[src/rtl/core/lds_pkg.sv]
// Shared constants and types for the largest divisible subset unit.
// No dependencies.
package lds_pkg;

  // Default number of stored values.
  localparam int MAX_ITEMS_DEF = 64;

  // Field widths of the stream payloads.
  localparam int VAL_W  = 31;
  localparam int SIZE_W = 7;
  localparam int IN_TDATA_W  = 32;
  localparam int OUT_TDATA_W = 40;

  // Bit counter width of the restoring remainder unit.
  localparam int DCNT_W = 5;

  typedef logic [VAL_W-1:0] val_t;

endpackage : lds_pkg

[src/rtl/core/largest_divisible_subset_unit.sv]
// Largest divisible subset engine: load, sort, chain search, trace and emit.
// Depends on lds_pkg.
//
// Usage:
//   The input stream carries one positive value per transfer in in_tdata;
//   in_tlast marks the last value of a set. Up to MAX_ITEMS values are kept,
//   later ones are dropped and reported through the overflow bit.
//   After the last transfer the block stops taking input, sorts the values
//   with an insertion sort in the value memory, then runs the chain search:
//   every pair (j, i) with j < i that could lengthen the chain at i takes two
//   reads and a bitwise restoring remainder step, other pairs only the reads.
//   The chain is traced back through the link memory and its members leave
//   on the output stream in ascending order, with receiver stall honoured;
//   out_tlast flags the last member.
//   A stalled output simply holds the current member; nothing is lost.
//   Reset empties the set; the memories need no clearing since only
//   written entries are ever read.
module largest_divisible_subset_unit #(
  parameter int MAX_ITEMS = lds_pkg::MAX_ITEMS_DEF
) (
  input  logic                             clk,
  input  logic                             rst_n,
  // in_tdata: value [30:0], zero [31]
  input  logic [lds_pkg::IN_TDATA_W-1:0]   in_tdata,
  input  logic                             in_tlast,
  input  logic                             in_tvalid,
  output logic                             in_tready,
  // out_tdata: member [30:0], subset_size [37:31], overflow [38], zero [39]
  output logic [lds_pkg::OUT_TDATA_W-1:0]  out_tdata,
  output logic                             out_tlast,
  output logic                             out_tvalid,
  input  logic                             out_tready
);
  import lds_pkg::*;

  localparam int AW = (MAX_ITEMS > 1) ? $clog2(MAX_ITEMS) : 1;
  localparam int CW = $clog2(MAX_ITEMS + 1);

  typedef enum logic [17:0] {
    ST_LOAD  = 18'h00001,
    ST_S_RDK = 18'h00002,
    ST_S_KEY = 18'h00004,
    ST_S_RDC = 18'h00008,
    ST_S_CMP = 18'h00010,
    ST_S_PUT = 18'h00020,
    ST_D_RDI = 18'h00040,
    ST_D_VI  = 18'h00080,
    ST_D_RDJ = 18'h00100,
    ST_D_J   = 18'h00200,
    ST_D_DIV = 18'h00400,
    ST_D_WR  = 18'h00800,
    ST_T_RD  = 18'h01000,
    ST_T_NX  = 18'h02000,
    ST_E_RD  = 18'h04000,
    ST_E_LV  = 18'h08000,
    ST_E_CAP = 18'h10000,
    ST_E_OUT = 18'h20000
  } state_t;

  // Value memory and link memory (chain length and predecessor fields).
  val_t          val_mem  [MAX_ITEMS];
  logic [CW-1:0] len_mem  [MAX_ITEMS];
  logic [AW-1:0] pred_mem [MAX_ITEMS];

  logic          vm_we;
  logic [AW-1:0] vm_waddr, vm_raddr;
  val_t          vm_wdata, vm_rdata;
  logic          len_we, pred_we;
  logic [AW-1:0] lm_waddr, lm_raddr;
  logic [CW-1:0] len_wdata, len_rdata;
  logic [AW-1:0] pred_wdata, pred_rdata;

  state_t        state_r, state_nxt;
  logic [CW-1:0] cnt_r, cnt_nxt;
  logic          drop_r, drop_nxt;
  logic [CW-1:0] i_r, i_nxt, j_r, j_nxt, k_r, k_nxt;
  val_t          key_r, key_nxt, vi_r, vi_nxt, vj_r, vj_nxt;
  val_t          rem_r, rem_nxt, member_r, member_nxt;
  logic [CW-1:0] lj_r, lj_nxt, len_i_r, len_i_nxt, best_len_r, best_len_nxt;
  logic [AW-1:0] pred_i_r, pred_i_nxt, best_idx_r, best_idx_nxt, idx_r, idx_nxt;
  logic [DCNT_W-1:0] dcnt_r, dcnt_nxt;

  logic [CW:0]   i_inc, j_inc, k_inc, lj_inc, cnt_inc;
  logic [CW-1:0] jm1, km1;
  logic [VAL_W:0] rem_sh, rem_sub;
  val_t          rem_step;

  assign i_inc   = {1'b0, i_r} + 1'b1;
  assign j_inc   = {1'b0, j_r} + 1'b1;
  assign k_inc   = {1'b0, k_r} + 1'b1;
  assign lj_inc  = {1'b0, lj_r} + 1'b1;
  assign cnt_inc = {1'b0, cnt_r} + 1'b1;
  assign jm1     = j_r - 1'b1;
  assign km1     = k_r - 1'b1;

  // One bit of the restoring remainder of vi by vj.
  assign rem_sh   = {rem_r, vi_r[dcnt_r]};
  assign rem_sub  = rem_sh - {1'b0, vj_r};
  assign rem_step = (rem_sh >= {1'b0, vj_r}) ? rem_sub[VAL_W-1:0] : rem_sh[VAL_W-1:0];

  // Memory ports.
  always_ff @(posedge clk) begin
    if (vm_we) begin
      val_mem[vm_waddr] <= vm_wdata;
    end
    vm_rdata <= val_mem[vm_raddr];
  end

  always_ff @(posedge clk) begin
    if (len_we) begin
      len_mem[lm_waddr] <= len_wdata;
    end
    if (pred_we) begin
      pred_mem[lm_waddr] <= pred_wdata;
    end
    len_rdata  <= len_mem[lm_raddr];
    pred_rdata <= pred_mem[lm_raddr];
  end

  assign in_tready  = (state_r == ST_LOAD);
  assign out_tvalid = (state_r == ST_E_OUT);
  assign out_tlast  = (k_inc == {1'b0, best_len_r});
  assign out_tdata  = {1'b0, drop_r, SIZE_W'(best_len_r), member_r};

  // Sequencer: next state, counters and memory accesses.
  always_comb begin
    state_nxt = state_r;
    cnt_nxt = cnt_r;
    drop_nxt = drop_r;
    i_nxt = i_r;
    j_nxt = j_r;
    k_nxt = k_r;
    key_nxt = key_r;
    vi_nxt = vi_r;
    vj_nxt = vj_r;
    rem_nxt = rem_r;
    member_nxt = member_r;
    lj_nxt = lj_r;
    len_i_nxt = len_i_r;
    best_len_nxt = best_len_r;
    pred_i_nxt = pred_i_r;
    best_idx_nxt = best_idx_r;
    idx_nxt = idx_r;
    dcnt_nxt = dcnt_r;
    vm_we = 1'b0;
    vm_waddr = '0;
    vm_wdata = key_r;
    vm_raddr = '0;
    len_we = 1'b0;
    pred_we = 1'b0;
    lm_waddr = '0;
    lm_raddr = '0;
    len_wdata = len_i_r;
    pred_wdata = pred_i_r;

    case (state_r)
      ST_LOAD: begin
        if (in_tvalid) begin
          if (cnt_r != CW'(MAX_ITEMS)) begin
            vm_we = 1'b1;
            vm_waddr = cnt_r[AW-1:0];
            vm_wdata = in_tdata[VAL_W-1:0];
            cnt_nxt = cnt_inc[CW-1:0];
          end else begin
            drop_nxt = 1'b1;
          end
          if (in_tlast) begin
            best_len_nxt = '0;
            best_idx_nxt = '0;
            if (cnt_nxt >= CW'(2)) begin
              i_nxt = CW'(1);
              state_nxt = ST_S_RDK;
            end else begin
              i_nxt = '0;
              state_nxt = ST_D_RDI;
            end
          end
        end
      end
      // Insertion sort.
      ST_S_RDK: begin
        vm_raddr = i_r[AW-1:0];
        state_nxt = ST_S_KEY;
      end
      ST_S_KEY: begin
        key_nxt = vm_rdata;
        j_nxt = i_r;
        state_nxt = ST_S_RDC;
      end
      ST_S_RDC: begin
        vm_raddr = jm1[AW-1:0];
        state_nxt = ST_S_CMP;
      end
      ST_S_CMP: begin
        if (vm_rdata > key_r) begin
          vm_we = 1'b1;
          vm_waddr = j_r[AW-1:0];
          vm_wdata = vm_rdata;
          j_nxt = jm1;
          state_nxt = (j_r == CW'(1)) ? ST_S_PUT : ST_S_RDC;
        end else begin
          state_nxt = ST_S_PUT;
        end
      end
      ST_S_PUT: begin
        vm_we = 1'b1;
        vm_waddr = j_r[AW-1:0];
        i_nxt = i_inc[CW-1:0];
        if (i_inc < {1'b0, cnt_r}) begin
          state_nxt = ST_S_RDK;
        end else begin
          i_nxt = '0;
          state_nxt = ST_D_RDI;
        end
      end
      // Chain search over every earlier value.
      ST_D_RDI: begin
        vm_raddr = i_r[AW-1:0];
        state_nxt = ST_D_VI;
      end
      ST_D_VI: begin
        vi_nxt = vm_rdata;
        len_i_nxt = CW'(1);
        pred_i_nxt = i_r[AW-1:0];
        j_nxt = '0;
        state_nxt = (i_r == '0) ? ST_D_WR : ST_D_RDJ;
      end
      ST_D_RDJ: begin
        vm_raddr = j_r[AW-1:0];
        lm_raddr = j_r[AW-1:0];
        state_nxt = ST_D_J;
      end
      ST_D_J: begin
        vj_nxt = vm_rdata;
        lj_nxt = len_rdata;
        if ((({1'b0, len_rdata} + 1'b1) > {1'b0, len_i_r}) && (vm_rdata != '0)) begin
          rem_nxt = '0;
          dcnt_nxt = DCNT_W'(VAL_W - 1);
          state_nxt = ST_D_DIV;
        end else begin
          j_nxt = j_inc[CW-1:0];
          state_nxt = (j_inc < {1'b0, i_r}) ? ST_D_RDJ : ST_D_WR;
        end
      end
      ST_D_DIV: begin
        rem_nxt = rem_step;
        dcnt_nxt = dcnt_r - 1'b1;
        if (dcnt_r == '0) begin
          if (rem_step == '0) begin
            len_i_nxt = lj_inc[CW-1:0];
            pred_i_nxt = j_r[AW-1:0];
          end
          j_nxt = j_inc[CW-1:0];
          state_nxt = (j_inc < {1'b0, i_r}) ? ST_D_RDJ : ST_D_WR;
        end
      end
      ST_D_WR: begin
        len_we = 1'b1;
        pred_we = 1'b1;
        lm_waddr = i_r[AW-1:0];
        if (len_i_r > best_len_r) begin
          best_len_nxt = len_i_r;
          best_idx_nxt = i_r[AW-1:0];
        end
        i_nxt = i_inc[CW-1:0];
        if (i_inc < {1'b0, cnt_r}) begin
          state_nxt = ST_D_RDI;
        end else begin
          k_nxt = best_len_nxt;
          idx_nxt = best_idx_nxt;
          state_nxt = ST_T_RD;
        end
      end
      // Trace back; member indexes go into the length field by position.
      ST_T_RD: begin
        lm_raddr = idx_r;
        len_we = 1'b1;
        lm_waddr = km1[AW-1:0];
        len_wdata = CW'(idx_r);
        state_nxt = ST_T_NX;
      end
      ST_T_NX: begin
        idx_nxt = pred_rdata;
        k_nxt = km1;
        if (k_r == CW'(1)) begin
          k_nxt = '0;
          state_nxt = ST_E_RD;
        end else begin
          state_nxt = ST_T_RD;
        end
      end
      // Emit members in ascending order.
      ST_E_RD: begin
        lm_raddr = k_r[AW-1:0];
        state_nxt = ST_E_LV;
      end
      ST_E_LV: begin
        vm_raddr = len_rdata[AW-1:0];
        state_nxt = ST_E_CAP;
      end
      ST_E_CAP: begin
        member_nxt = vm_rdata;
        state_nxt = ST_E_OUT;
      end
      ST_E_OUT: begin
        if (out_tready) begin
          if (k_inc == {1'b0, best_len_r}) begin
            cnt_nxt = '0;
            drop_nxt = 1'b0;
            state_nxt = ST_LOAD;
          end else begin
            k_nxt = k_inc[CW-1:0];
            state_nxt = ST_E_RD;
          end
        end
      end
      default: begin
        state_nxt = ST_LOAD;
      end
    endcase
  end

  // Control state.
  always_ff @(posedge clk) begin
    if (!rst_n) begin
      state_r <= ST_LOAD;
      cnt_r   <= '0;
      drop_r  <= 1'b0;
    end else begin
      state_r <= state_nxt;
      cnt_r   <= cnt_nxt;
      drop_r  <= drop_nxt;
    end
  end

  // Working registers.
  always_ff @(posedge clk) begin
    i_r <= i_nxt;
    j_r <= j_nxt;
    k_r <= k_nxt;
    key_r <= key_nxt;
    vi_r <= vi_nxt;
    vj_r <= vj_nxt;
    rem_r <= rem_nxt;
    member_r <= member_nxt;
    lj_r <= lj_nxt;
    len_i_r <= len_i_nxt;
    best_len_r <= best_len_nxt;
    pred_i_r <= pred_i_nxt;
    best_idx_r <= best_idx_nxt;
    idx_r <= idx_nxt;
    dcnt_r <= dcnt_nxt;
  end

endmodule : largest_divisible_subset_unit

[config.mk]
export PLATFORM = sky130hd
export DESIGN_NAME = largest_divisible_subset_unit
export DESIGN_NICKNAME = d
export VERILOG_FILES = /design/src/rtl/core/lds_pkg.sv /design/src/rtl/core/largest_divisible_subset_unit.sv
export SDC_FILE = /design/constraint.sdc
export NUM_CORES = 2
export LEC_CHECK = 0
export BUFFER_PORTS_ARGS = -buffer_cell sky130_fd_sc_hd__buf_2
export CAP_MARGIN = 10
export CORE_MARGIN = 1
export CORE_UTILIZATION = 57
export DETAILED_ROUTE_END_ITERATION = 16
export PLACE_DENSITY = 0.73
export SETUP_SLACK_MARGIN = 0.1
export SYNTH_ARGS = -nofsm -noshare
export SYNTH_HDL_FRONTEND = slang
export SYNTH_SLANG_ARGS = --single-unit
[constraint.sdc]
create_clock -name clk -period 6.6 [get_ports clk]
set_input_delay 0.99 -clock clk [delete_from_list [all_inputs] [get_ports clk]]
set_output_delay 0.99 -clock clk [all_outputs]
set_load 0.005 [all_outputs]
==> summary.md <==
| Metric | Value |
|---|---|
| Result of the run | finished clean |
| Post-detailed-route count of antenna-violating nets | 0 |
| Vias per std cell | approximately 6.7 |
| Count of warnings emitted by yosys | 0 |
| Fin Setup TNS | 0 ns |
| Source of the critical timing path | dcnt_r[0] |
| Fillers | between 15000 and 20000 |
| Synth top area share | approximately 72% |
| Worst reg-to-reg setup slack | 0.65 ns |
| Hold WS | around 0.46 ns |
| Worst VDD drop | 0.311 mV |
| Number of slew-limit violations in the final report | 0 |
| Wire length of the first global-routing pass | roughly 540 mm |
| Relative area change from synthesis to final layout | 12.2% |
| RSZ-0062 raised after global routing | no |
| Maximum root-to-sink buffer count | 4 |
| Pre-antenna DRT Iters | 8 |
| Crit Path Class | register to register |
| Number of levels the H-tree was split into | 5 |
| Post-layout utilization of the core | between 60 and 70% |
| Top Registers | val_mem: 1984 flops, len_mem: 448 flops, pred_mem: 384 flops |
| Data arrival, critical path | approximately 6.5 ns |
| Static Leak | roughly 49 nW |
| Sum of routed wire segments on met1 | about 140 mm |
| Number of buffers added to fix hold violations after cts | 0 |
| Count of nets after finishing | a little under 10000 |
| Mean post-synth cell area | approximately 13 µm² |
| Xor/xnor share of the synthesized area | less than 1% |
| Row cnt | approximately 170 |
| Total of flip-flops plus latches after synthesis | approximately 3100 |
| Floorplan Core Area | between 200000 and 250000 µm² |
| Total count of hold-check failures in the final report | 0 |
| Clock transition at the registers of the reported paths | ~0.060 ns |
| Number of flip-flops under the largest register name | 1984 |
| Worst clock skew | between 0.09 and 0.1 ns |
| Worst hold-check path type | input port to register |
| Crit path largest cell delay | between 0.6 and 0.7 ns |
| Final worst path period need | ~5.9 ns |
| Routed met2 length | between 150 and 200 mm |
| Maximum clock rate | ~170 MHz |
| Sinks on Clock Net | roughly 3100 |
| Largest cells by area after synthesis | sky130_fd_sc_hd__edfxtp_1, sky130_fd_sc_hd__nand2_1, sky130_fd_sc_hd__nand3_1, sky130_fd_sc_hd__nor2_1, sky130_fd_sc_hd__a21oi_1 |
| Worst-path cell chain | mux4_2 -> mux2i_1 -> mux4_2 -> ha_1 -> inv_1 -> fa_1 -> a211oi_1 -> o211ai_1 -> and3_1 -> o31a_1 -> or2_0 -> and4b_1 -> a21oi_1 -> o2111ai_1 -> nor4_1 -> a31o_2 |
| Headroom to the max-slew limit | between 10 and 15% |
| Number of vias in the routed layout | 85705 |
| Simple-gate portion of the synthesized area | between 10% and 20% |
| Critical Path Sink Type | register |
| Number of enable-type register cells in the synthesized netlist | 3036 |
| Dominant combinational cell family by area after synthesis | simple AND/OR/NAND/NOR gates |
| Crit Path Max Fanout | 13 |
| Sum of met3 wire segment lengths after detailed routing | 52.8 mm |
| Latest clock arrival within the worst-skew pair | between 0.9 and 1 ns |
| Start point of the worst min-delay path | out_tready |
| Ratio of cells with drive above 1 in the final layout | a little over a tenth |
| Floorplan die height | ~470 µm |
| Total Power Consumption | 47.2 mW |
| Remaining global-route overflow | 0 |
| Detailed-placement wirelength estimate | around 230 mm |
| Setup crit start kind | register |
| Floorplan die width | 474 µm |
| Number of distinct library cells after synthesis | 94 |
| Setup Viol. Count Final | 0 |
| DR iter-0 viols | ~14000 |
| Synthesized cell area | roughly 130000 µm² |
| Total global routing track utilization | between 30% and 40% |
| Maximum number of pins on one net before global-route repair | 187 |
| Total Routed Length | between 300 and 400 mm |
| Seq/Total Area, Yosys | 72.8% |
| Clock tree root buffer cell | sky130_fd_sc_hd__clkbuf_16 |
| Area leader, netlist | sky130_fd_sc_hd__edfxtp_1 |
| Drc violations | 0 |
| Share of async-settable or async-resettable flops after synthesis | 0% |
| Largest reg by FF count | val_mem |
| Max-capacitance violation count | 0 |
| Most used DFF post-synth | sky130_fd_sc_hd__edfxtp_1 |
| Number of placed instances, taps included | roughly 12000 |
| Max Used Layer | met5 |
| Tightest Pin Transition | 1.31 ns |
| Post-Synthesis Net Count | between 9000 and 10000 |
| Cell at the slowest stage of the critical path | sky130_fd_sc_hd__edfxtp_1 |
| Number of standard cells after synthesis | approximately 9500 |
| Post_cts resized | 0 |
| Power density of the placed cells | 331 nW/µm² |
| Library cell appearing most often on the critical path | sky130_fd_sc_hd__mux4_2 |
| Number of buffers inserted during clock tree synthesis | about 320 |
| TritonCTS clock tree | done |
| Weighted congestion reported at the end of routability-driven placement | around 0.95 |
| Launch point of the worst reg-to-reg path | dcnt_r[0] |
| Count of buffers inserted at the top-level ports | 77 |
| Initial standard-cell utilization of the core | between 50% and 60% |
| Routed length per instance | between 20 and 30 µm |
| Number of antenna violations at the first check in global routing | 18 |
| Total die area | about 220000 µm² |
| Count of boundary I/O pins | 80 |
| Post-synthesis mux area share | 2.18% |
| # Post-CTS Setup Buffers | 0 |
| Complex-gate fraction of the synthesized area | between 8 and 9% |
| Via count of the first global-routing pass | 81722 |
| Share of the cycle needed by the critical path after routing | approximately nine tenths |
| Req. time, crit path | 7.14 ns |
| Adder-Cell Fraction of Synth Area | between 1 and 1.5% |
| Non-filler cells in the finished layout | 12886 |
[layer usage]
layer / vias to the layer above / global-route usage [%]
met5: - / 0
met4: 8 / 15.1
met3: 1043 / 9.26
met2: 6315 / 49.6
met1: 42068 / 44.7
li1: 36271 / -
[power breakdown]
group	internal [mW]	switching, mW	leakage, nW	total, mW
Sequential	23.3	0.416	28.1	23.7
Clock	10.2	7.37	4.92	17.5
Combinational	1.27	4.66	16.1	5.93
[cells in the mapped netlist, types with 53 or more instances]
master	number
sky130_fd_sc_hd__nor2_1	730
sky130_fd_sc_hd__and3_1	99
sky130_fd_sc_hd__inv_1	112
sky130_fd_sc_hd__nand3_1	757
sky130_fd_sc_hd__a221o_1	165
sky130_fd_sc_hd__nand2_1	1618
sky130_fd_sc_hd__buf_1	53
sky130_fd_sc_hd__a221oi_1	169
sky130_fd_sc_hd__o21ai_0	303
sky130_fd_sc_hd__clkbuf_1	265
sky130_fd_sc_hd__buf_2	232
sky130_fd_sc_hd__mux2i_1	247
sky130_fd_sc_hd__nor3_1	143
sky130_fd_sc_hd__ha_1	103
sky130_fd_sc_hd__edfxtp_1	3036
sky130_fd_sc_hd__a21oi_1	524
sky130_fd_sc_hd__nor4_1	75
sky130_fd_sc_hd__o22ai_1	117
sky130_fd_sc_hd__dfxtp_1	70
[critical path: cells and delay by family (launching register included)]
kind | cells | cell delay, ns
compound gates | 6 | 1.75
mux | 3 | 1.10
simple gates | 4 | 1.39
fa+ha+maj | 2 | 0.59
flops | 1 | 0.65
buf+inv | 1 | 0.06
[logic make-up (layout without fill, tap and decap cells)]
logic type,after synthesis,after routing
buf+inv,690,1114
simple gates,3627,3627
other cells,1,7
compound gates,1639,1639
xor+xnor,66,66
mux,265,265
fa+ha+maj,104,104
flops,3106,3106
[cell usage in the layout (no fill, tap or decap), drive strengths merged, types with 129 or more instances in the layout]
cell,n
a21oi,524
a221o,165
a221oi,169
buf,435
clkbuf,405
clkinv,129
edfxtp,3036
mux2i,247
nand2,1618
nand3,757
nor2,732
nor3,155
o21ai,320
[final timing paths]
kind / cells past startpoint / endpoint
max: 16 / pred_i_r[1]
min: 3 / state_r[17]
max reg2reg: 16 / pred_i_r[1]
min reg2reg: 2 / cnt_r[5]
[layout make-up]
cell class / instances / area [µm²] / area share [%]
clock buffer: 405 / 8630 / 6.05
tap: 2958 / 3700 / 2.60
multi-input combinational: 5702 / 32300 / 22.6
timing repair buffer: 435 / 3540 / 2.48
antenna: 6 / 15.0 / 0.0105
inverter: 112 / 420 / 0.295
clock inverter: 162 / 1410 / 0.986
sequential: 3106 / 92600 / 64.9
[stage by stage]
stage / area [µm²] / setup WS [ns]
detailed placement: 133000 / 0.641
finish: 143000 / 0.655
global placement: 133000 / 0.750
global route: 143000 / 0.168
floorplan: 127000 / 0.218
CTS: 143000 / 0.617
Power figures use the tool's default switching activity.
